===== src/rtl/core/wthf_pkg.sv =====
`timescale 1ns / 1ps
`default_nettype none
// Shared types, constants and width helpers for the waveform threshold hit finder.
// No dependencies; used by every module of the block except wthf_queue.

package wthf_pkg;

    // Configuration register file, one member per register
    typedef struct packed {
        logic [15:0] baseline_q4;
        logic [15:0] rms_q4;
        logic [7:0]  nsigma_q4;
        logic [4:0]  side_ticks;
        logic [13:0] min_width;
        logic [13:0] waveform_length;
    } cfg_t;

    localparam int CFG_DATA_W = 16;
    localparam int CFG_IDX_W  = 3;

    typedef enum logic [CFG_IDX_W-1:0] {
        REG_BASELINE  = 3'd0,
        REG_RMS       = 3'd1,
        REG_NSIGMA    = 3'd2,
        REG_SIDE      = 3'd3,
        REG_MIN_WIDTH = 3'd4,
        REG_LENGTH    = 3'd5
    } reg_idx_t;

    localparam logic [15:0] RST_BASELINE  = 16'd0;
    localparam logic [15:0] RST_RMS       = 16'd16;
    localparam logic [7:0]  RST_NSIGMA    = 8'd48;
    localparam logic [4:0]  RST_SIDE      = 5'd0;
    localparam logic [13:0] RST_MIN_WIDTH = 14'd0;
    localparam logic [13:0] RST_LENGTH    = 14'd8192;

    // Result field widths
    localparam int AMP_OUT_W  = 16;
    localparam int AREA_OUT_W = 30;
    localparam int TICK_OUT_W = 13;

    // Area saturation bound
    localparam logic signed [31:0] AREA_LIMIT = 32'sd536870911;

    // Per-tick classification flags carried from front to back
    typedef struct packed {
        logic examine;  // tick lies inside the examined window
        logic above;    // height above threshold
        logic last;     // last tick of the waveform
    } rec_ctl_t;

    // Signed height above baseline, 12.4 style
    function automatic int hgt_w(int adc_bits);
        return ((adc_bits + 4 > 16) ? adc_bits + 4 : 16) + 1;
    endfunction

    function automatic int side_cnt_w(int max_side);
        return $clog2(max_side + 1);
    endfunction

    // Signed sum of side heights
    function automatic int side_w(int adc_bits, int max_side);
        return hgt_w(adc_bits) + side_cnt_w(max_side) + 1;
    endfunction

    function automatic int tick_w(int max_len);
        return $clog2(max_len);
    endfunction

    function automatic int len_w(int max_len);
        return $clog2(max_len + 1);
    endfunction

    // Side taps are pre-summed in groups of four
    function automatic int grp_n(int max_side);
        return (max_side + 3) >> 2;
    endfunction

    function automatic int grp_w(int adc_bits);
        return adc_bits + 2;
    endfunction

    function automatic int sum_w(int adc_bits, int max_side);
        return adc_bits + side_cnt_w(max_side);
    endfunction

    // side count times baseline
    function automatic int sbase_w(int max_side);
        return 16 + side_cnt_w(max_side);
    endfunction

    function automatic int area_w(int adc_bits, int max_len);
        return hgt_w(adc_bits) + tick_w(max_len) + 1;
    endfunction

    function automatic int tot_w(int adc_bits, int max_len);
        return (area_w(adc_bits, max_len) + 2 > 32) ? area_w(adc_bits, max_len) + 2 : 32;
    endfunction

    // Width of one queued tick record
    function automatic int rec_w(int adc_bits, int max_side, int max_len);
        return $bits(rec_ctl_t) + tick_w(max_len) + hgt_w(adc_bits)
               + 2 * grp_n(max_side) * grp_w(adc_bits) + sbase_w(max_side);
    endfunction

endpackage

`default_nettype wire


===== src/rtl/core/wthf_queue.sv =====
`timescale 1ns / 1ps
`default_nettype none
// Two-entry record queue between the front and back halves of the hit finder.
// Generic width; no package dependency.

module wthf_queue #(
    parameter int WIDTH = 64
) (
    input  wire logic             aclk,
    input  wire logic             aresetn,
    input  wire logic             push,
    input  wire logic [WIDTH-1:0] push_data,
    output logic                  full,
    output logic                  pop_valid,
    input  wire logic             pop,
    output logic [WIDTH-1:0]      pop_data
);

    localparam int DEPTH = 2;
    localparam int PTR_W = $clog2(DEPTH);
    localparam int CNT_W = $clog2(DEPTH + 1);

    logic [WIDTH-1:0] slot_reg [DEPTH];
    logic [PTR_W-1:0] wr_ptr_reg, wr_ptr_next;
    logic [PTR_W-1:0] rd_ptr_reg, rd_ptr_next;
    logic [CNT_W-1:0] count_reg, count_next;

    assign full      = (count_reg == CNT_W'(DEPTH));
    assign pop_valid = (count_reg != '0);
    assign pop_data  = slot_reg[rd_ptr_reg];

    // pointer and fill count update
    always_comb begin
        wr_ptr_next = wr_ptr_reg;
        rd_ptr_next = rd_ptr_reg;
        count_next  = count_reg;
        if (push) begin
            wr_ptr_next = (wr_ptr_reg == PTR_W'(DEPTH - 1)) ? '0 : wr_ptr_reg + PTR_W'(1);
        end
        if (pop) begin
            rd_ptr_next = (rd_ptr_reg == PTR_W'(DEPTH - 1)) ? '0 : rd_ptr_reg + PTR_W'(1);
        end
        if (push && !pop) begin
            count_next = count_reg + CNT_W'(1);
        end else if (pop && !push) begin
            count_next = count_reg - CNT_W'(1);
        end
    end

    always_ff @(posedge aclk) begin
        if (!aresetn) begin
            wr_ptr_reg <= '0;
            rd_ptr_reg <= '0;
            count_reg  <= '0;
        end else begin
            wr_ptr_reg <= wr_ptr_next;
            rd_ptr_reg <= rd_ptr_next;
            count_reg  <= count_next;
        end
    end

    // storage
    always_ff @(posedge aclk) begin
        if (push) begin
            slot_reg[wr_ptr_reg] <= push_data;
        end
    end

endmodule

`default_nettype wire


===== src/rtl/core/wthf_front.sv =====
`timescale 1ns / 1ps
`default_nettype none
// Front half: sample delay line, tick counter and per-tick classification.
// Depends on wthf_pkg; pushes one record per input transfer into wthf_queue.

module wthf_front #(
    parameter int MAX_SIDE  = 16,
    parameter int EDGE_SKIP = 50,
    parameter int MAX_LEN   = 8192,
    parameter int ADC_BITS  = 12
) (
    input  wire logic                 aclk,
    input  wire logic                 aresetn,
    input  wire wthf_pkg::cfg_t       cfg,
    input  wire logic                 s_valid,
    output logic                      s_ready,
    input  wire logic [ADC_BITS-1:0]  s_adc_sample,
    input  wire logic                 q_full,
    output logic                      push,
    output logic [wthf_pkg::rec_w(ADC_BITS, MAX_SIDE, MAX_LEN)-1:0] push_data
);

    localparam int HGT_W      = wthf_pkg::hgt_w(ADC_BITS);
    localparam int TICK_W     = wthf_pkg::tick_w(MAX_LEN);
    localparam int LEN_W      = wthf_pkg::len_w(MAX_LEN);
    localparam int GRP_N      = wthf_pkg::grp_n(MAX_SIDE);
    localparam int GRP_W      = wthf_pkg::grp_w(ADC_BITS);
    localparam int SBASE_W    = wthf_pkg::sbase_w(MAX_SIDE);
    localparam int SIDE_CNT_W = wthf_pkg::side_cnt_w(MAX_SIDE);
    localparam int WIN_DEPTH  = 2 * MAX_SIDE;

    typedef struct packed {
        wthf_pkg::rec_ctl_t               ctl;
        logic [TICK_W-1:0]                tick;
        logic signed [HGT_W-1:0]          height;
        logic [GRP_N-1:0][GRP_W-1:0]      behind_grp;
        logic [GRP_N-1:0][GRP_W-1:0]      ahead_grp;
        logic [SBASE_W-1:0]               side_base;
    } rec_t;

    logic [ADC_BITS-1:0]         window_reg [WIN_DEPTH];
    logic [TICK_W-1:0]           count_reg, count_next;
    logic [LEN_W-1:0]            len_eff;
    logic [LEN_W-1:0]            count_inc;
    logic [SIDE_CNT_W-1:0]       side_eff;
    logic [23:0]                 thr;
    logic signed [HGT_W-1:0]     height;
    logic [HGT_W+3:0]            height_x16;
    logic                        tick_last;
    logic                        tick_examine;
    logic                        tick_above;
    logic [TICK_W-1:0]           exam_tick;
    logic [SBASE_W-1:0]          side_base;
    logic [GRP_N-1:0][GRP_W-1:0] behind_grp;
    logic [GRP_N-1:0][GRP_W-1:0] ahead_grp;
    rec_t                        rec;

    assign s_ready   = !q_full;
    assign push      = s_valid && !q_full;
    assign push_data = rec;

    // waveform length clamp and end-of-waveform detect
    always_comb begin
        if (cfg.waveform_length == '0) begin
            len_eff = LEN_W'(1);
        end else if (32'(cfg.waveform_length) > 32'(MAX_LEN)) begin
            len_eff = LEN_W'(MAX_LEN);
        end else begin
            len_eff = LEN_W'(cfg.waveform_length);
        end
        count_inc  = LEN_W'(count_reg) + LEN_W'(1);
        tick_last  = (count_inc >= len_eff);
        count_next = tick_last ? '0 : TICK_W'(count_inc);
    end

    // examined tick is MAX_SIDE behind the newest sample
    always_comb begin
        tick_examine = (32'(count_reg) >= 32'(MAX_SIDE + EDGE_SKIP))
                    && (32'(count_reg) + 32'(EDGE_SKIP) < 32'(len_eff) + 32'(MAX_SIDE));
        exam_tick  = count_reg - TICK_W'(MAX_SIDE);
        height     = $signed(HGT_W'({window_reg[MAX_SIDE-1], 4'b0000}))
                   - $signed(HGT_W'(cfg.baseline_q4));
        // threshold compare with 8 fractional bits on both sides
        thr        = cfg.rms_q4 * 24'(cfg.nsigma_q4);
        height_x16 = {height, 4'b0000};
        tick_above = !height[HGT_W-1] && (32'(height_x16) > 32'(thr));
    end

    // side tick count and its baseline share
    always_comb begin
        if (32'(cfg.side_ticks) > 32'(MAX_SIDE)) begin
            side_eff = SIDE_CNT_W'(MAX_SIDE);
        end else begin
            side_eff = SIDE_CNT_W'(cfg.side_ticks);
        end
        side_base = SBASE_W'(side_eff) * SBASE_W'(cfg.baseline_q4);
    end

    // masked side taps, pre-summed in groups of four
    always_comb begin
        int j;
        int bi;
        int ai;
        for (int g = 0; g < GRP_N; g++) begin
            behind_grp[g] = '0;
            ahead_grp[g]  = '0;
            for (int k = 0; k < 4; k++) begin
                j  = 4 * g + k;
                bi = (j < MAX_SIDE) ? MAX_SIDE + j : 0;
                ai = (j < MAX_SIDE) ? MAX_SIDE - 1 - j : 0;
                if (j < MAX_SIDE && j < int'(side_eff)) begin
                    behind_grp[g] = behind_grp[g] + GRP_W'(window_reg[bi]);
                    ahead_grp[g]  = ahead_grp[g] + GRP_W'(window_reg[ai]);
                end
            end
        end
    end

    // record for the queue
    always_comb begin
        rec.ctl.examine = tick_examine;
        rec.ctl.above   = tick_above;
        rec.ctl.last    = tick_last;
        rec.tick        = exam_tick;
        rec.height      = height;
        rec.behind_grp  = behind_grp;
        rec.ahead_grp   = ahead_grp;
        rec.side_base   = side_base;
    end

    // delay line and tick counter; both clear at waveform end
    always_ff @(posedge aclk) begin
        if (!aresetn) begin
            count_reg <= '0;
            for (int k = 0; k < WIN_DEPTH; k++) begin
                window_reg[k] <= '0;
            end
        end else if (push) begin
            count_reg <= count_next;
            if (tick_last) begin
                for (int k = 0; k < WIN_DEPTH; k++) begin
                    window_reg[k] <= '0;
                end
            end else begin
                window_reg[0] <= s_adc_sample;
                for (int k = 1; k < WIN_DEPTH; k++) begin
                    window_reg[k] <= window_reg[k-1];
                end
            end
        end
    end

endmodule

`default_nettype wire


===== src/rtl/core/wthf_back.sv =====
`timescale 1ns / 1ps
`default_nettype none
// Back half: hit tracking (peak, area, start) and the result output register.
// Depends on wthf_pkg; consumes records from wthf_queue.

module wthf_back #(
    parameter int MAX_SIDE  = 16,
    parameter int MAX_LEN   = 8192,
    parameter int ADC_BITS  = 12
) (
    input  wire logic             aclk,
    input  wire logic             aresetn,
    input  wire wthf_pkg::cfg_t   cfg,
    input  wire logic             rec_valid,
    output logic                  rec_ready,
    input  wire logic [wthf_pkg::rec_w(ADC_BITS, MAX_SIDE, MAX_LEN)-1:0] rec_data,
    output logic                  m_valid,
    input  wire logic             m_ready,
    output logic [wthf_pkg::AMP_OUT_W-1:0]         m_hit_amplitude,
    output logic signed [wthf_pkg::AREA_OUT_W-1:0] m_hit_area,
    output logic [wthf_pkg::TICK_OUT_W-1:0]        m_peak_tick,
    output logic [wthf_pkg::TICK_OUT_W-1:0]        m_start_tick,
    output logic [wthf_pkg::TICK_OUT_W-1:0]        m_end_tick
);

    localparam int HGT_W   = wthf_pkg::hgt_w(ADC_BITS);
    localparam int TICK_W  = wthf_pkg::tick_w(MAX_LEN);
    localparam int GRP_N   = wthf_pkg::grp_n(MAX_SIDE);
    localparam int GRP_W   = wthf_pkg::grp_w(ADC_BITS);
    localparam int SBASE_W = wthf_pkg::sbase_w(MAX_SIDE);
    localparam int SIDE_W  = wthf_pkg::side_w(ADC_BITS, MAX_SIDE);
    localparam int SUM_W   = wthf_pkg::sum_w(ADC_BITS, MAX_SIDE);
    localparam int AREA_W  = wthf_pkg::area_w(ADC_BITS, MAX_LEN);
    localparam int TOT_W   = wthf_pkg::tot_w(ADC_BITS, MAX_LEN);

    localparam logic signed [TOT_W-1:0] LIM_POS = TOT_W'(wthf_pkg::AREA_LIMIT);
    localparam logic signed [TOT_W-1:0] LIM_NEG = -LIM_POS;

    typedef struct packed {
        wthf_pkg::rec_ctl_t               ctl;
        logic [TICK_W-1:0]                tick;
        logic signed [HGT_W-1:0]          height;
        logic [GRP_N-1:0][GRP_W-1:0]      behind_grp;
        logic [GRP_N-1:0][GRP_W-1:0]      ahead_grp;
        logic [SBASE_W-1:0]               side_base;
    } rec_t;

    rec_t rec;

    logic                     in_hit_reg, in_hit_next;
    logic signed [HGT_W-1:0]  peak_reg, peak_next;
    logic signed [AREA_W-1:0] area_reg, area_next;
    logic signed [SIDE_W-1:0] behind_reg, behind_next;
    logic [TICK_W-1:0]        peak_idx_reg, peak_idx_next;
    logic [TICK_W-1:0]        start_reg, start_next;

    logic                     out_valid_reg, out_valid_next;
    logic [wthf_pkg::AMP_OUT_W-1:0]         amp_reg, amp_next;
    logic signed [wthf_pkg::AREA_OUT_W-1:0] area_out_reg, area_out_next;
    logic [wthf_pkg::TICK_OUT_W-1:0]        peak_out_reg, peak_out_next;
    logic [wthf_pkg::TICK_OUT_W-1:0]        start_out_reg, start_out_next;
    logic [wthf_pkg::TICK_OUT_W-1:0]        end_out_reg, end_out_next;

    logic [SUM_W-1:0]         behind_total, ahead_total;
    logic signed [SIDE_W-1:0] behind_h, ahead_h;
    logic signed [TOT_W-1:0]  total, total_sat;
    logic                     pop, emit, width_ok;

    assign rec       = rec_t'(rec_data);
    assign rec_ready = !out_valid_reg || m_ready;
    assign pop       = rec_valid && rec_ready;

    assign m_valid         = out_valid_reg;
    assign m_hit_amplitude = amp_reg;
    assign m_hit_area      = area_out_reg;
    assign m_peak_tick     = peak_out_reg;
    assign m_start_tick    = start_out_reg;
    assign m_end_tick      = end_out_reg;

    // side heights: finish the group sums, remove the baseline share
    always_comb begin
        behind_total = '0;
        ahead_total  = '0;
        for (int g = 0; g < GRP_N; g++) begin
            behind_total = behind_total + SUM_W'(rec.behind_grp[g]);
            ahead_total  = ahead_total + SUM_W'(rec.ahead_grp[g]);
        end
        behind_h = $signed(SIDE_W'({behind_total, 4'b0000})) - $signed(SIDE_W'(rec.side_base));
        ahead_h  = $signed(SIDE_W'({ahead_total, 4'b0000})) - $signed(SIDE_W'(rec.side_base));
    end

    // closing area with saturation
    always_comb begin
        total = TOT_W'(area_reg) + TOT_W'(behind_reg) + TOT_W'(ahead_h);
        if (total > LIM_POS) begin
            total_sat = LIM_POS;
        end else if (total < LIM_NEG) begin
            total_sat = LIM_NEG;
        end else begin
            total_sat = total;
        end
        width_ok = (32'(rec.tick - start_reg) >= 32'(cfg.min_width));
    end

    // hit tracking
    always_comb begin
        in_hit_next   = in_hit_reg;
        peak_next     = peak_reg;
        area_next     = area_reg;
        behind_next   = behind_reg;
        peak_idx_next = peak_idx_reg;
        start_next    = start_reg;
        emit          = 1'b0;
        if (pop) begin
            if (rec.ctl.examine) begin
                if (rec.ctl.above) begin
                    if (!in_hit_reg) begin
                        in_hit_next   = 1'b1;
                        peak_next     = rec.height;
                        area_next     = AREA_W'(rec.height);
                        behind_next   = behind_h;
                        peak_idx_next = rec.tick;
                        start_next    = rec.tick;
                    end else begin
                        area_next = area_reg + AREA_W'(rec.height);
                        if (rec.height > peak_reg) begin
                            peak_next     = rec.height;
                            peak_idx_next = rec.tick;
                        end
                    end
                end else if (in_hit_reg) begin
                    emit        = width_ok;
                    in_hit_next = 1'b0;
                end
            end
            // waveform end drops an open hit
            if (rec.ctl.last) begin
                in_hit_next = 1'b0;
            end
        end
    end

    // result register
    always_comb begin
        out_valid_next = out_valid_reg;
        amp_next       = amp_reg;
        area_out_next  = area_out_reg;
        peak_out_next  = peak_out_reg;
        start_out_next = start_out_reg;
        end_out_next   = end_out_reg;
        if (emit) begin
            out_valid_next = 1'b1;
            amp_next       = wthf_pkg::AMP_OUT_W'(peak_reg);
            area_out_next  = wthf_pkg::AREA_OUT_W'(total_sat);
            peak_out_next  = wthf_pkg::TICK_OUT_W'(peak_idx_reg);
            start_out_next = wthf_pkg::TICK_OUT_W'(start_reg);
            end_out_next   = wthf_pkg::TICK_OUT_W'(rec.tick);
        end else if (m_ready) begin
            out_valid_next = 1'b0;
        end
    end

    always_ff @(posedge aclk) begin
        if (!aresetn) begin
            in_hit_reg    <= 1'b0;
            out_valid_reg <= 1'b0;
        end else begin
            in_hit_reg    <= in_hit_next;
            out_valid_reg <= out_valid_next;
        end
    end

    always_ff @(posedge aclk) begin
        peak_reg      <= peak_next;
        area_reg      <= area_next;
        behind_reg    <= behind_next;
        peak_idx_reg  <= peak_idx_next;
        start_reg     <= start_next;
        amp_reg       <= amp_next;
        area_out_reg  <= area_out_next;
        peak_out_reg  <= peak_out_next;
        start_out_reg <= start_out_next;
        end_out_reg   <= end_out_next;
    end

endmodule

`default_nettype wire


===== src/rtl/core/waveform_threshold_hit_finder.sv =====
`timescale 1ns / 1ps
`default_nettype none
// Waveform threshold hit finder, top level: config registers, front, queue, back.
// Throughput: one sample per cycle; a stalled result fills the 2-entry queue and drops s_ready.
// A hit closes with the sample of tick end_tick+MAX_SIDE (delay line depth); m_valid
// rises once that record has passed the queue entry and then the result register, when the queue was empty.
// Reset (aresetn low, synchronous) restores register defaults and clears delay line,
// tick count, queue, open hit and the result register.

module waveform_threshold_hit_finder #(
    parameter int MAX_SIDE  = 16,
    parameter int EDGE_SKIP = 50,
    parameter int MAX_LEN   = 8192,
    parameter int ADC_BITS  = 12
) (
    input  wire logic                                   aclk,
    input  wire logic                                   aresetn,
    input  wire logic                                   cfg_wr_en,
    input  wire logic [wthf_pkg::CFG_IDX_W-1:0]         cfg_index,
    input  wire logic [wthf_pkg::CFG_DATA_W-1:0]        cfg_wdata,
    input  wire logic                                   s_valid,
    output logic                                        s_ready,
    input  wire logic [ADC_BITS-1:0]                    s_adc_sample,
    output logic                                        m_valid,
    input  wire logic                                   m_ready,
    output logic [wthf_pkg::AMP_OUT_W-1:0]              m_hit_amplitude,
    output logic signed [wthf_pkg::AREA_OUT_W-1:0]      m_hit_area,
    output logic [wthf_pkg::TICK_OUT_W-1:0]             m_peak_tick,
    output logic [wthf_pkg::TICK_OUT_W-1:0]             m_start_tick,
    output logic [wthf_pkg::TICK_OUT_W-1:0]             m_end_tick
);

    localparam int REC_W = wthf_pkg::rec_w(ADC_BITS, MAX_SIDE, MAX_LEN);

    wthf_pkg::cfg_t   cfg_reg, cfg_next;
    logic             q_full, q_push, q_valid, q_pop;
    logic             q_pop_ready;
    logic [REC_W-1:0] q_wdata, q_rdata;

    // configuration write decode
    always_comb begin
        cfg_next = cfg_reg;
        if (cfg_wr_en) begin
            unique case (wthf_pkg::reg_idx_t'(cfg_index))
                wthf_pkg::REG_BASELINE:  cfg_next.baseline_q4     = cfg_wdata;
                wthf_pkg::REG_RMS:       cfg_next.rms_q4          = cfg_wdata;
                wthf_pkg::REG_NSIGMA:    cfg_next.nsigma_q4       = cfg_wdata[7:0];
                wthf_pkg::REG_SIDE:      cfg_next.side_ticks      = cfg_wdata[4:0];
                wthf_pkg::REG_MIN_WIDTH: cfg_next.min_width       = cfg_wdata[13:0];
                wthf_pkg::REG_LENGTH:    cfg_next.waveform_length = cfg_wdata[13:0];
                default: ;
            endcase
        end
    end

    always_ff @(posedge aclk) begin
        if (!aresetn) begin
            cfg_reg.baseline_q4     <= wthf_pkg::RST_BASELINE;
            cfg_reg.rms_q4          <= wthf_pkg::RST_RMS;
            cfg_reg.nsigma_q4       <= wthf_pkg::RST_NSIGMA;
            cfg_reg.side_ticks      <= wthf_pkg::RST_SIDE;
            cfg_reg.min_width       <= wthf_pkg::RST_MIN_WIDTH;
            cfg_reg.waveform_length <= wthf_pkg::RST_LENGTH;
        end else begin
            cfg_reg <= cfg_next;
        end
    end

    wthf_front #(
        .MAX_SIDE  (MAX_SIDE),
        .EDGE_SKIP (EDGE_SKIP),
        .MAX_LEN   (MAX_LEN),
        .ADC_BITS  (ADC_BITS)
    ) u_front (
        .aclk         (aclk),
        .aresetn      (aresetn),
        .cfg          (cfg_reg),
        .s_valid      (s_valid),
        .s_ready      (s_ready),
        .s_adc_sample (s_adc_sample),
        .q_full       (q_full),
        .push         (q_push),
        .push_data    (q_wdata)
    );

    wthf_queue #(
        .WIDTH (REC_W)
    ) u_queue (
        .aclk      (aclk),
        .aresetn   (aresetn),
        .push      (q_push),
        .push_data (q_wdata),
        .full      (q_full),
        .pop_valid (q_valid),
        .pop       (q_pop),
        .pop_data  (q_rdata)
    );

    wthf_back #(
        .MAX_SIDE (MAX_SIDE),
        .MAX_LEN  (MAX_LEN),
        .ADC_BITS (ADC_BITS)
    ) u_back (
        .aclk            (aclk),
        .aresetn         (aresetn),
        .cfg             (cfg_reg),
        .rec_valid       (q_valid),
        .rec_ready       (q_pop_ready),
        .rec_data        (q_rdata),
        .m_valid         (m_valid),
        .m_ready         (m_ready),
        .m_hit_amplitude (m_hit_amplitude),
        .m_hit_area      (m_hit_area),
        .m_peak_tick     (m_peak_tick),
        .m_start_tick    (m_start_tick),
        .m_end_tick      (m_end_tick)
    );

    // queue pops when the back half takes a record
    assign q_pop = q_valid && q_pop_ready;

endmodule

`default_nettype wire


===== config.mk =====
export PLATFORM = sky130hd
export DESIGN_NAME = waveform_threshold_hit_finder
export DESIGN_NICKNAME = d
export VERILOG_FILES = /design/src/rtl/core/wthf_pkg.sv /design/src/rtl/core/wthf_queue.sv /design/src/rtl/core/wthf_front.sv /design/src/rtl/core/wthf_back.sv /design/src/rtl/core/waveform_threshold_hit_finder.sv
export SDC_FILE = /design/constraint.sdc
export NUM_CORES = 2
export LEC_CHECK = 0
export ABC_AREA = 1
export BUFFER_PORTS_ARGS = -buffer_cell sky130_fd_sc_hd__buf_2
export CAP_MARGIN = 20
export CELL_PAD_IN_SITES_DETAIL_PLACEMENT = 1
export CELL_PAD_IN_SITES_GLOBAL_PLACEMENT = 2
export CORE_ASPECT_RATIO = 1.4
export CORE_MARGIN = 10
export CORE_UTILIZATION = 40
export CTS_CLUSTER_DIAMETER = 50
export DETAILED_ROUTE_END_ITERATION = 12
export HOLD_SLACK_MARGIN = 0.03
export PLACE_DENSITY = 0.91
export SYNTH_ARGS = -nofsm -noshare
export SYNTH_HDL_FRONTEND = slang
export SYNTH_SLANG_ARGS = --single-unit

===== constraint.sdc =====
create_clock -name aclk -period 17.8 [get_ports aclk]
set_input_delay 0.89 -clock aclk [delete_from_list [all_inputs] [get_ports aclk]]
set_output_delay 0.89 -clock aclk [all_outputs]
set_load 0.005 [all_outputs]

==> reports/results.ini <==
[cts]
cts_sinks = 990
clkLatencyLatePin_ns = 0.79
cts_inserted_buffers = 116
cts_buffer_depth = 3
post_cts_buffers = 0
post_cts_resized = 0
cts-root-buf = clkbuf_16
tritoncts = done
cts_max_level = 3
clkTransAtPathRegs_ns = 0.06
holdBufCountCts = 0

[sta]
maxSlewHeadroom = 0.187
finClkSkew_ns = 0.0569
fmax_ghz = 0.106
fin_crit_ns = 9.48
rsz0062_at_grt = no
whs_ns = 0.364
period_share = 0.532
tightest_slew_ns = 1.21
finalHoldViolCount = 0
setup-tns-final_ns = 0
drv_slew = 0
setup_viol = 0

[global_routing]
grt_max_degree = 144
grt_antenna_before_repair = 2
grtUsageTotal = 0.225
grt_pass1_vias = 62800
grt_pass1_wl_um = 352000
grt_overflow = 0

[logic_synthesis]
synth_nets = 9577
seq_area_frac_synth = 0.399
async_reset_ff_frac = 0
synth_common_cells = 2115 x nand2_1, 1456 x inv_1, 885 x edfxtp_1
synth.largest_area_cell = edfxtp_1
synth_top_cell_area_share = 0.370
synth_edf_count = 885
ys.flop_type = edfxtp_1
synthCells = 8704
avgSynthCellArea_um2 = 8.25
synth_area_leaders = edfxtp_1 37%, nand2_1 11%, ha_1 11%
synth_area_mm2 = 0.0718
ys_types = 62
synth.most_common_cell = nand2_1
ys_seq_elements = 990
yosysWarnings = 0

[setup_path]
startpoint_type = flop
crit_top_cell = nand2_1
crit_path_max_fanout = 80
endpoint_kind = flop
critPathMaxStageDelay_ns = 0.68
cp_data_required_time_ns = 18.28
crit_type = reg -> reg
worstPathArrival_ns = 9.95
critPathSlowestCell = nand2_1

[outcome]
status = finished clean

[routing]
drt_iter0_markers = 3084
totalWireLength_um = 226000
drtAntennaViolNets = 0
wl_per_cell_um = 20.2
first_pass_iters = 5
drcViolationCount = 0
vias = 58300
vias_per_cell = 5.21

[job]
max_cap_viol_count = 0

[finish]
largest_reg_flops = 384
final_nets = 9652
final_area_mm2 = 0.0789
drive_gt1_frac = 0.0539
syn2layout_area_growth_pct = 9.88
utilization = 0.443

[floorplan]
die-height_um = 521
dieArea_mm2 = 0.197
core.rowCount = 183
core-area_mm2 = 0.178
die_x_um = 378
io_pins = 123
start_util = 0.403

[placed_design]
gp_congestion = 0.937
place.port_buffers = 122
hpwl_um = 177000
postPlaceCellArea_mm2 = 0.0749

[hold_path]
min-delay-path-class = in -> reg

[layout by cell type (no fill, tap or decap), types with 122 or more instances in the layout]
| cell type | count |
|---|---|
| edfxtp_1 | 885 |
| a21oi_1 | 562 |
| xor2_1 | 221 |
| nor2_1 | 872 |
| ha_1 | 621 |
| nand3_1 | 234 |
| nand2_1 | 2113 |
| inv_1 | 1455 |
| o21ai_0 | 495 |
| buf_2 | 122 |
| fa_1 | 216 |
[kinds of logic after synthesis]
family	Yosys count	synth area share
AND/OR/NAND/NOR	3480	0.194
AO/OA/AOI/OAI	1326	0.101
buffers and inverters	1691	0.0896
flip-flops	990	0.399
multiplexers	41	0.00572
XOR/XNOR	339	0.0415
adder cells (fa/ha/maj)	837	0.168
[layer usage]
| layer | global-route usage | vias up | share of wire |
|---|---|---|---|
| li1 | - | 28400 | - |
| met1 | 0.249 | 28700 | 0.39 |
| met2 | 0.427 | 828 | 0.53 |
| met3 | 0.0211 | 369 | 0.028 |
| met4 | 0.108 | 0 | 0.051 |
| met5 | 0 | - | 0 |
[critical path, delay by kind of cell (launching register included)]
kind	cells	cell delay, ns
compound gates	10	1.81
flops	1	0.55
buf+inv	5	0.73
fa+ha+maj	7	2.73
xor+xnor	3	0.42
simple gates	24	2.86
[area by class of cell]
| class | instances | area (um^2) |
|---|---|---|
| Tap cell | 2312 | 2890 |
| Sequential cell | 990 | 28700 |
| Fill cell | 21300 | 99300 |
| Antenna cell | 2 | 5.00 |
| Timing Repair Buffer | 171 | 1020 |
| Clock inverter | 94 | 1030 |
| Inverter | 1477 | 5550 |
| Clock buffer | 127 | 2970 |
| Multi-Input combinational cell | 6023 | 36700 |
[path summary, 6_finish.rpt]
kind	start	endpoint	slack (ns)	cells past startpoint
setup / recovery	flop	u_back.m_hit_area[8]	8.32	49
hold / removal	s_adc_sample[7]	u_front.window_reg[0][7]	0.36	3
setup reg to reg	flop	u_back.m_hit_area[8]	8.32	49
hold reg to reg	u_back.peak_idx_reg[5]	u_back.m_peak_tick[5]	0.40	0
[stage by stage]
step	worst slack [ns]	std cells
after floorplan	5.52	8704
after global placement	8.37	11000
after detailed placement	8.28	11000
after CTS	8.20	11200
after global routing	7.28	11200
final	8.32	11200
Power is not shown: default switching activity piles up to over one toggle a cycle in this logic, so the estimate is an artifact.
